$ cat src/hw/rtl/i2cms_pkg.sv
// shared types and constants of the i2c master byte sequencer
// no dependencies; used by the front, back and top level files
package i2cms_pkg;

    // command kinds as they arrive on the request channel
    typedef enum logic [1:0] {
        KIND_START = 2'd0,
        KIND_WRITE = 2'd1,
        KIND_READ  = 2'd2,
        KIND_STOP  = 2'd3
    } t_kind;

    // classes that the front hands to the back
    typedef enum logic [1:0] {
        CLS_START   = 2'd0,
        CLS_RESTART = 2'd1,
        CLS_BYTE    = 2'd2,
        CLS_STOP    = 2'd3
    } t_cls;

    localparam int NUM_SLOTS = 9;
    localparam int SLOT_LAST = NUM_SLOTS - 1;
    localparam int SLOT_W    = $clog2(NUM_SLOTS);

    // queue between front and back
    localparam int QDEPTH = 2;
    localparam int QPTR_W = $clog2(QDEPTH);
    localparam int QCNT_W = $clog2(QDEPTH + 1);

    // apb register map
    localparam int APB_AW = 3;
    localparam int APB_DW = 32;
    localparam logic REG_LINES_INV = 1'b0;

    // classified command held in the queue
    typedef struct packed {
        t_cls                   cls;
        logic                   is_write;
        logic [NUM_SLOTS-1:0]   pattern;
        logic [NUM_SLOTS-1:0]   samples;
    } t_cmd;

endpackage

$ cat src/hw/rtl/i2cms_if.sv
// request and result channel interfaces of the i2c master byte sequencer
// plain valid/ready handshake; no package dependency
interface i2cms_cmd_if;
    logic       valid;
    logic       ready;
    logic [1:0] kind;
    logic [7:0] data_byte;
    logic       master_ack_level;
    logic [8:0] sda_samples;

    modport source (output valid, output kind, output data_byte,
                    output master_ack_level, output sda_samples, input ready);
    modport sink   (input valid, input kind, input data_byte,
                    input master_ack_level, input sda_samples, output ready);
endinterface

interface i2cms_res_if;
    logic       valid;
    logic       ready;
    logic       scl_level;
    logic       sda_level;
    logic       last;
    logic [7:0] read_data;
    logic       slave_nack;
    logic       any_nack;

    modport source (output valid, output scl_level, output sda_level, output last,
                    output read_data, output slave_nack, output any_nack, input ready);
    modport sink   (input valid, input scl_level, input sda_level, input last,
                    input read_data, input slave_nack, input any_nack, output ready);
endinterface

$ cat src/hw/rtl/i2cms_front.sv
// front part: takes requests, classifies them and queues them for the back
// depends on i2cms_pkg and i2cms_cmd_if
module i2cms_front (
    input  logic             i_clk,
    input  logic             i_rst_n,
    i2cms_cmd_if.sink        i_cmd,
    input  logic             i_pop,
    output logic             o_head_vld,
    output i2cms_pkg::t_cmd  o_head
);
    import i2cms_pkg::*;

    t_cmd              r_q [QDEPTH];
    logic [QPTR_W-1:0] r_wr_ptr;
    logic [QPTR_W-1:0] r_rd_ptr;
    logic [QCNT_W-1:0] r_cnt;
    logic              r_started;
    logic              w_push;
    t_cmd              w_cmd;

    assign i_cmd.ready = (r_cnt != QCNT_W'(QDEPTH));
    assign w_push      = i_cmd.valid && i_cmd.ready;
    assign o_head_vld  = (r_cnt != '0);
    assign o_head      = r_q[r_rd_ptr];

    // classify: start vs repeated start, byte commands get their sda pattern
    always_comb begin
        w_cmd          = '0;
        w_cmd.samples  = i_cmd.sda_samples;
        w_cmd.pattern  = '1;
        unique case (t_kind'(i_cmd.kind))
            KIND_START: w_cmd.cls = r_started ? CLS_RESTART : CLS_START;
            KIND_WRITE: begin
                w_cmd.cls      = CLS_BYTE;
                w_cmd.is_write = 1'b1;
                w_cmd.pattern  = {i_cmd.data_byte, 1'b1};
            end
            KIND_READ: begin
                w_cmd.cls      = CLS_BYTE;
                w_cmd.pattern  = {8'hFF, i_cmd.master_ack_level};
            end
            default: w_cmd.cls = CLS_STOP;
        endcase
    end

    // queue storage
    always_ff @(posedge i_clk) begin
        if (w_push) begin
            r_q[r_wr_ptr] <= w_cmd;
        end
    end

    // queue pointers and shadow bus state
    always_ff @(posedge i_clk) begin
        if (!i_rst_n) begin
            r_wr_ptr  <= '0;
            r_rd_ptr  <= '0;
            r_cnt     <= '0;
            r_started <= 1'b0;
        end else begin
            if (w_push) begin
                r_wr_ptr <= r_wr_ptr + 1'b1;
                if (t_kind'(i_cmd.kind) == KIND_START) begin
                    r_started <= 1'b1;
                end else if (t_kind'(i_cmd.kind) == KIND_STOP) begin
                    r_started <= 1'b0;
                end
            end
            if (i_pop) begin
                r_rd_ptr <= r_rd_ptr + 1'b1;
            end
            r_cnt <= r_cnt + QCNT_W'(w_push) - QCNT_W'(i_pop);
        end
    end

endmodule

$ cat src/hw/rtl/i2cms_back.sv
// back part: steps through the line changes of the queued command
// depends on i2cms_pkg and i2cms_res_if
module i2cms_back (
    input  logic             i_clk,
    input  logic             i_rst_n,
    input  logic             i_lines_inv,
    input  logic             i_head_vld,
    input  i2cms_pkg::t_cmd  i_head,
    output logic             o_pop,
    i2cms_res_if.source      o_res
);
    import i2cms_pkg::*;

    logic              r_scl;
    logic              r_sda;
    logic              r_sticky;
    logic [SLOT_W-1:0] r_slot;
    logic [1:0]        r_phase;
    logic              r_out_vld;
    logic              r_out_scl;
    logic              r_out_sda;
    logic              r_out_last;
    logic [7:0]        r_out_rdata;
    logic              r_out_nack;
    logic              r_out_any;

    logic              n_scl;
    logic              n_sda;
    logic              n_sticky;
    logic              w_fire;
    logic              w_last;
    logic              w_nack;
    logic [7:0]        w_rdata;
    logic [SLOT_W-1:0] w_bit_idx;

    assign w_fire    = i_head_vld && (!r_out_vld || o_res.ready);
    assign o_pop     = w_fire && w_last;
    assign w_bit_idx = SLOT_W'(SLOT_LAST) - r_slot;

    // next line levels for the current step
    always_comb begin
        n_scl    = r_scl;
        n_sda    = r_sda;
        n_sticky = r_sticky;
        w_last   = 1'b0;
        w_nack   = 1'b0;
        w_rdata  = '0;
        unique case (i_head.cls)
            CLS_START: begin
                n_sticky = 1'b0;
                if (r_phase == 2'd0) begin
                    n_sda = 1'b0;
                end else begin
                    n_scl  = 1'b0;
                    w_last = 1'b1;
                end
            end
            CLS_RESTART: begin
                n_sticky = 1'b0;
                case (r_phase)
                    2'd0:    n_sda = 1'b1;
                    2'd1:    n_scl = 1'b1;
                    2'd2:    n_sda = 1'b0;
                    default: begin
                        n_scl  = 1'b0;
                        w_last = 1'b1;
                    end
                endcase
            end
            CLS_STOP: begin
                case (r_phase)
                    2'd0:    n_sda = 1'b0;
                    2'd1:    n_scl = 1'b1;
                    default: begin
                        n_sda  = 1'b1;
                        w_last = 1'b1;
                    end
                endcase
            end
            default: begin
                // byte: set sda, raise scl, drop scl, nine slots
                case (r_phase)
                    2'd0:    n_sda = i_head.pattern[w_bit_idx];
                    2'd1:    n_scl = 1'b1;
                    default: begin
                        n_scl = 1'b0;
                        if (r_slot == SLOT_W'(SLOT_LAST)) begin
                            w_last = 1'b1;
                            if (i_head.is_write) begin
                                w_nack   = i_head.samples[0];
                                n_sticky = r_sticky | i_head.samples[0];
                            end else begin
                                w_rdata = i_head.samples[NUM_SLOTS-1:1];
                            end
                        end
                    end
                endcase
            end
        endcase
    end

    // line state and step counters
    always_ff @(posedge i_clk) begin
        if (!i_rst_n) begin
            r_scl    <= 1'b1;
            r_sda    <= 1'b1;
            r_sticky <= 1'b0;
            r_slot   <= '0;
            r_phase  <= '0;
        end else if (w_fire) begin
            r_scl    <= n_scl;
            r_sda    <= n_sda;
            r_sticky <= n_sticky;
            if (w_last) begin
                r_slot  <= '0;
                r_phase <= '0;
            end else if (i_head.cls == CLS_BYTE && r_phase == 2'd2) begin
                r_slot  <= r_slot + 1'b1;
                r_phase <= '0;
            end else begin
                r_phase <= r_phase + 1'b1;
            end
        end
    end

    // output register valid
    always_ff @(posedge i_clk) begin
        if (!i_rst_n) begin
            r_out_vld <= 1'b0;
        end else if (w_fire) begin
            r_out_vld <= 1'b1;
        end else if (o_res.ready) begin
            r_out_vld <= 1'b0;
        end
    end

    // output register payload
    always_ff @(posedge i_clk) begin
        if (w_fire) begin
            r_out_scl   <= n_scl ^ i_lines_inv;
            r_out_sda   <= n_sda ^ i_lines_inv;
            r_out_last  <= w_last;
            r_out_rdata <= w_rdata;
            r_out_nack  <= w_nack;
            r_out_any   <= n_sticky;
        end
    end

    assign o_res.valid      = r_out_vld;
    assign o_res.scl_level  = r_out_scl;
    assign o_res.sda_level  = r_out_sda;
    assign o_res.last       = r_out_last;
    assign o_res.read_data  = r_out_rdata;
    assign o_res.slave_nack = r_out_nack;
    assign o_res.any_nack   = r_out_any;

    // checks
    a_slot_range: assert property (@(posedge i_clk) disable iff (!i_rst_n)
        r_slot <= SLOT_W'(SLOT_LAST))
        else $error("slot counter out of range");

    a_nack_sticky: assert property (@(posedge i_clk) disable iff (!i_rst_n)
        r_out_vld && r_out_nack |-> r_out_any)
        else $error("slave nack not reflected in sticky nack");

    a_last_only: assert property (@(posedge i_clk) disable iff (!i_rst_n)
        r_out_vld && !r_out_last |-> (r_out_rdata == '0) && !r_out_nack)
        else $error("read data or nack on a non-final result");

    a_start_end: assert property (@(posedge i_clk) disable iff (!i_rst_n)
        w_fire && w_last && (i_head.cls == CLS_START || i_head.cls == CLS_RESTART)
        |=> !r_scl && !r_sda)
        else $error("start did not leave both lines low");

endmodule

$ cat src/hw/rtl/i2c_master_byte_sequencer.sv
// i2c master byte sequencer top level: apb register, front queue and back sequencer
// path: a taken request is queued, then its first line change is registered in the output register from the queue head
// throughput: one line change per cycle from the back sequencer while the result channel
// does not stall it; a two-entry queue lets requests wait
// reset: synchronous active low; lines released high, queue empty, no transfer active
// depends on i2cms_pkg, i2cms_if, i2cms_front and i2cms_back
module i2c_master_byte_sequencer (
    input  logic                        i_clk,
    input  logic                        i_rst_n,
    i2cms_cmd_if.sink                   i_cmd,
    i2cms_res_if.source                 o_res,
    input  logic                        psel,
    input  logic                        penable,
    input  logic                        pwrite,
    input  logic [i2cms_pkg::APB_AW-1:0] paddr,
    input  logic [i2cms_pkg::APB_DW-1:0] pwdata,
    output logic [i2cms_pkg::APB_DW-1:0] prdata,
    output logic                        pready
);
    import i2cms_pkg::*;

    logic r_lines_inv;
    logic w_pop;
    logic w_head_vld;
    t_cmd w_head;
    logic w_sel_inv;

    assign pready    = 1'b1;
    assign w_sel_inv = (paddr[APB_AW-1] == REG_LINES_INV);

    // configuration register
    always_ff @(posedge i_clk) begin
        if (!i_rst_n) begin
            r_lines_inv <= 1'b0;
        end else if (psel && penable && pwrite && w_sel_inv) begin
            r_lines_inv <= pwdata[0];
        end
    end

    // register read back
    always_comb begin
        prdata = '0;
        if (w_sel_inv) begin
            prdata[0] = r_lines_inv;
        end
    end

    i2cms_front u_front (
        .i_clk      (i_clk),
        .i_rst_n    (i_rst_n),
        .i_cmd      (i_cmd),
        .i_pop      (w_pop),
        .o_head_vld (w_head_vld),
        .o_head     (w_head)
    );

    i2cms_back u_back (
        .i_clk       (i_clk),
        .i_rst_n     (i_rst_n),
        .i_lines_inv (r_lines_inv),
        .i_head_vld  (w_head_vld),
        .i_head      (w_head),
        .o_pop       (w_pop),
        .o_res       (o_res)
    );

endmodule

$ cat src/flat_wrapper.sv
// flat-port wrapper written by rule: the top's interface ports become plain ports
module i2c_master_byte_sequencer_flat import i2cms_pkg::*;
  (i_clk, i_rst_n, psel, penable, pwrite, paddr, pwdata, prdata, pready, i_cmd_valid, i_cmd_kind, i_cmd_data_byte, i_cmd_master_ack_level, i_cmd_sda_samples, i_cmd_ready, o_res_valid, o_res_scl_level, o_res_sda_level, o_res_last, o_res_read_data, o_res_slave_nack, o_res_any_nack, o_res_ready);
  i2cms_cmd_if i_cmd_i ();
  i2cms_res_if o_res_i ();
  input  logic i_clk;
  input  logic i_rst_n;
  input  logic psel;
  input  logic penable;
  input  logic pwrite;
  input  logic [i2cms_pkg::APB_AW-1:0] paddr;
  input  logic [i2cms_pkg::APB_DW-1:0] pwdata;
  output logic [i2cms_pkg::APB_DW-1:0] prdata;
  output logic pready;
  input wire logic [$bits(i_cmd_i.valid)-1:0] i_cmd_valid;
  input wire logic [$bits(i_cmd_i.kind)-1:0] i_cmd_kind;
  input wire logic [$bits(i_cmd_i.data_byte)-1:0] i_cmd_data_byte;
  input wire logic [$bits(i_cmd_i.master_ack_level)-1:0] i_cmd_master_ack_level;
  input wire logic [$bits(i_cmd_i.sda_samples)-1:0] i_cmd_sda_samples;
  output wire logic [$bits(i_cmd_i.ready)-1:0] i_cmd_ready;
  output wire logic [$bits(o_res_i.valid)-1:0] o_res_valid;
  output wire logic [$bits(o_res_i.scl_level)-1:0] o_res_scl_level;
  output wire logic [$bits(o_res_i.sda_level)-1:0] o_res_sda_level;
  output wire logic [$bits(o_res_i.last)-1:0] o_res_last;
  output wire logic [$bits(o_res_i.read_data)-1:0] o_res_read_data;
  output wire logic [$bits(o_res_i.slave_nack)-1:0] o_res_slave_nack;
  output wire logic [$bits(o_res_i.any_nack)-1:0] o_res_any_nack;
  input wire logic [$bits(o_res_i.ready)-1:0] o_res_ready;
  assign i_cmd_i.valid = i_cmd_valid;
  assign i_cmd_i.kind = i_cmd_kind;
  assign i_cmd_i.data_byte = i_cmd_data_byte;
  assign i_cmd_i.master_ack_level = i_cmd_master_ack_level;
  assign i_cmd_i.sda_samples = i_cmd_sda_samples;
  assign i_cmd_ready = i_cmd_i.ready;
  assign o_res_valid = o_res_i.valid;
  assign o_res_scl_level = o_res_i.scl_level;
  assign o_res_sda_level = o_res_i.sda_level;
  assign o_res_last = o_res_i.last;
  assign o_res_read_data = o_res_i.read_data;
  assign o_res_slave_nack = o_res_i.slave_nack;
  assign o_res_any_nack = o_res_i.any_nack;
  assign o_res_i.ready = o_res_ready;
  i2c_master_byte_sequencer u_core (.i_clk(i_clk), .i_rst_n(i_rst_n), .i_cmd(i_cmd_i), .o_res(o_res_i), .psel(psel), .penable(penable), .pwrite(pwrite), .paddr(paddr), .pwdata(pwdata), .prdata(prdata), .pready(pready));
endmodule
$ cat config.mk
export PLATFORM = sky130hd
export DESIGN_NAME = i2c_master_byte_sequencer_flat
export DESIGN_NICKNAME = d
export VERILOG_FILES = /design/src/hw/rtl/i2cms_pkg.sv /design/src/hw/rtl/i2cms_if.sv /design/src/hw/rtl/i2cms_front.sv /design/src/hw/rtl/i2cms_back.sv /design/src/hw/rtl/i2c_master_byte_sequencer.sv /design/src/flat_wrapper.sv
export SDC_FILE = /design/constraint.sdc
export NUM_CORES = 1
export LEC_CHECK = 0
export BUFFER_PORTS_ARGS = -buffer_cell sky130_fd_sc_hd__buf_2
export CORE_AREA = 2 2 74 105
export CTS_CLUSTER_DIAMETER = 50
export DETAILED_ROUTE_END_ITERATION = 10
export DIE_AREA = 0 0 76 107
export PLACE_DENSITY = 0.83
export SKIP_CTS_REPAIR_TIMING = 1
export SLEW_MARGIN = 20
export SYNTH_ARGS = -nofsm -noshare
export SYNTH_HDL_FRONTEND = slang
export SYNTH_SLANG_ARGS = --single-unit
$ cat constraint.sdc
create_clock -name i_clk -period 2.8 [get_ports i_clk]
set_input_delay 0.14 -clock i_clk [delete_from_list [all_inputs] [get_ports i_clk]]
set_output_delay 0.14 -clock i_clk [all_outputs]
set_load 0.01 [all_outputs]
==> reports/metrics.csv <==
stage,metric,value,unit
pwr,comb_power_share,31.0,%
drt,wirelength,6293,um
synth,syn-instance-count,296,
final_layout,area_delta_synth_final,12.96,%
global_route,first_global_vias,2187,
clock_network,cts_tree,yes,
placed_design,globalplace.congestion,0.8399,
sta,max_freq,391.0,MHz
pwr,p_total,0.003396,W
synth,syn-cell-area,0.003503,mm^2
floorplanning,start_util,48.82,%
placed_design,portBuffers,44,
drt,antenna_left,0,
worst_setup_path,critPathTopFamily,adder cells,
worst_setup_path,critPathKind,reg2reg,
synth,synth_area_leader_cell,edfxtp_1,
sta,grt_setup_unrepaired,false,
clock_network,root_buffer,clkbuf_8,
pwr,switching_share,33.45,%
drt,via_per_inst,5.018,
drt,drcViolationCount,0,
worst_setup_path,crit_chain,inv_1 -> ha_1 -> and4b_1 -> a2bb2o_4 -> nor2_1 -> ha_1 -> inv_1 -> ha_1 -> xor2_1 -> xnor2_1 -> nor2_1,
pwr,leakage,1.582,nW
final_layout,final_core_util,55.15,%
worst_setup_path,cpPeakStageDelay,0.46,ns
global_route,grt_pass1_wl,9791,um
job,drv_cap,0,
floorplanning,die_h,107,um
worst_setup_path,r2r-start,u_core.u_back.r_slot[0]$_SDFFE_PN0P_,
final_layout,drive_gt1_share,21.47,%
sta,finalCritPeriodShare,91.33,%
synth,yosysWarnings,0,
worst_setup_path,crit_top_cell,ha_1,
drt,wl_per_cell,13.95,um
worst_setup_path,critical_path_buf_inv_count,2,
synth,synth_area_leaders,"edfxtp_1, dfxtp_1, buf_4",
sta,finalHoldViolations,0,
sta,clock_skew,0.005718,ns
sta,tns,0,ns
worst_hold_path,hold_path.class,in2reg,
global_route,grt.total_usage,15.89,%
worst_setup_path,crit_path_max_fanout,10,
global_route,gr-total-overflow,0,
worst_setup_path,worstSetupStartpoint,u_core.u_back.r_slot[0]$_SDFFE_PN0P_,
sta,setup_viol,0,
worst_setup_path,crit_path_top_delay_cell,dfxtp_1,
floorplanning,dieArea,0.008132,mm^2
worst_hold_path,hold_depth,2,
worst_setup_path,worst-endpoint-required,3.02,ns
clock_network,path_clk_slew,0.08,ns
clock_network,cts_buffers,9,
final_layout,num_antenna_cells,0,
worst_setup_path,r2r-end,u_core.u_front.r_cnt[1]$_SDFF_PN0_,
worst_setup_path,reg2reg_slack,0.24,ns
worst_setup_path,crit_path_end_kind,flop,
worst_hold_path,holdPathEnd,u_core.u_back.r_scl$_SDFFE_PN1P_,
pwr,pwr-share-seq,45.9,%
worst_setup_path,startpoint_type,flop,
sta,timing.final.max_slew_violations,0,
worst_setup_path,worst-endpoint-arrival,2.78,ns
pwr,irDropWorstVdd,0.3722,mV
pwr,p_switching,0.001136,W
placed_design,hpwl,4340,um
floorplanning,ioPinCount,110,
drt,dr.pass1.iters,4,
clock_network,clock_path_buffers,2,
clock_network,clock-sinks,72,
worst_setup_path,rr_worst_depth,11,
pwr,p_int,0.002260,W
sta,finalCriticalPeriod,2.557,ns
synth,ys_seq_area_share,56.86,%
sta,worstMarginPinSlew,0.7122,ns
floorplanning,die_x,76,um
clock_network,htreeDepth,3,
synth,yosysUniqueCellTypes,49,
status,status,completed,
global_route,antenna_found_initial,0,
synth,syn_area_per_cell,11.84,um^2
drt,drt-initial-drc-count,199,
final_layout,fin_nets,420,
synth,synth_top_area_share,47.14,%
worst_hold_path,hp-start,i_rst_n,
pwr,clockPowerShare,23.2,%
pwr,powerDensity,858.2,mW/mm^2
synth,synth_seq_cells,72,
drt,vias,2263,
sta,hold_ws,0.009377,ns
global_route,grt_max_degree,22,
final_layout,n_fill_cell,602,
floorplanning,fp-row-count,37,
sta,maxSlewHeadroom,52.47,%
clock_network,insertion_delay,0.35,ns
floorplanning,core,0.007176,mm^2
## synthesized netlist by cell type, drive strengths merged
cell and count:
nor4 1, a31oi 2, nand3b 3, o21ai 11, nand2b 1, or2 3
o31ai 1, a21o 1, and3b 1, dfxtp 17, o211ai 4, and2 1
nor3 5, nand3 6, mux2i 18, o41ai 2, and4b 1, a22oi 1
or3b 1, nand4 3, or3 2, inv 14, xnor2 5, xor2 2
and3 1, nor2 21, mux2 1, ha 8, conb 2, a21oi 14
nor3b 1, nor2b 5, nand2 25, o21a 1, clkbuf 7, a2bb2o 1
mux4 4, edfxtp 55, o211a 2, buf 38, o22ai 2, nand4b 2
## worst register-to-register path, cell delays in order (launching register included)
cell and delay [ns]:
dfxtp_1 0.46, inv_1 0.17, ha_1 0.31, and4b_1 0.28
a2bb2o_4 0.28, nor2_1 0.06, ha_1 0.29, inv_1 0.06
ha_1 0.15, xor2_1 0.18, xnor2_1 0.14, nor2_1 0.06
## cell type report
class                      instances  area, um^2  area share (%)
timing repair buffer              58       347.8           8.789
clock buffer                       9       123.9           3.130
sequential                        72        1992           50.33
tap                               97       121.4           3.067
inverter                          14       52.55           1.328
multi-input combinational        195        1260           31.84
clock inverter                     6       60.06           1.518
## registers in the layout, summed over array words and instances (netlist names), 2 cells and up, named ones only
register	count
u_core.u_back.o_res.read_data	8
u_core.u_back.r_phase	2
u_core.u_back.r_slot	4
u_core.u_front.r_cnt	2
u_core.u_front.r_q	42
## layer usage
| layer | part of all wire [%] | vias to the layer above | GRT usage [%] |
|---|---|---|---|
| met2 | 55 | 73 | 28.44 |
| met1 | 37 | 1082 | 16.07 |
| li1 | - | 1097 | - |
| met5 | 0 | - | 0 |
| met3 | 5.4 | 11 | 4.377 |
| met4 | 2.3 | 0 | 10.78 |
## worst max-delay path by stage
stage	endpoint	slack, ns	cells after the start
CTS	u_core.u_front.r_cnt[1]$_SDFF_PN0_	0.24	11
global route	u_core.u_front.r_cnt[1]$_SDFF_PN0_	0.04	11
floorplan	u_core.u_front.r_cnt[1]$_SDFF_PN0_	0.48	12
finish	u_core.u_front.r_cnt[1]$_SDFF_PN0_	0.24	11
global placement	u_core.u_front.r_cnt[1]$_SDFF_PN0_	0.30	11
detailed placement	u_core.u_front.r_cnt[1]$_SDFF_PN0_	0.26	11
## cell families (layout without fill, tap and decap cells)
group,count (synthesis),in the layout,share of synthesized area (%)
compound gates,42,42,7.786
fa+ha+maj,8,8,2.857
simple gates,83,83,12.11
buf+inv,59,87,10.39
flops,72,72,56.86
xor+xnor,7,7,1.750
other cells,2,32,0.2144
mux,23,23,8.036
## through the flow
| stage | cells | instance area, um^2 | worst slack [ns] |
|---|---|---|---|
| after detailed placement | 427 | 3684 | 0.2573 |
| after global routing | 451 | 3958 | 0.04120 |
| after global placement | 427 | 3684 | 0.3029 |
| after CTS | 442 | 3867 | 0.2411 |
| final | 451 | 3958 | 0.2426 |
| after floorplan | 326 | 3616 | 0.4809 |
## power groups by stage
stage / Sequential, W / Clock, W / Combinational (W)
6_report: 0.00156 / 0.000786 / 0.00105
3_3_place_gp: 0.00157 / 0 / 0.000995
5_1_grt: 0.00159 / 0.000839 / 0.00115
3_5_place_dp: 0.00158 / 0 / 0.00104
2_1_floorplan: 0.00160 / 0 / 0.000768
4_1_cts: 0.00156 / 0.000796 / 0.00105
## layout by cell type, fill, tap and decap left out, types with 2 or more instances in the layout
cell type       n
a21oi_1        14
a31oi_1         2
buf_2          44
buf_4           5
clkbuf_8        9
clkinv_2        2
conb_1         32
dfxtp_1        17
dlygate4sd3_1   9
edfxtp_1       55
ha_1            8
inv_1          14
mux2i_1        18
mux4_2          4
nand2_1        24
nand3_1         6
nand3b_1        3
nand4_1         3
nand4b_1        2
nor2_1         20
nor2b_1         5
nor3_1          5
o211a_1         2
o211ai_1        3
o21ai_0         8
o21ai_1         3
o22ai_1         2
o41ai_1         2
or2_2           2
or3_1           2
xnor2_1         5
xor2_1          2
No activity file was read; power rests on OpenSTA's default activity.
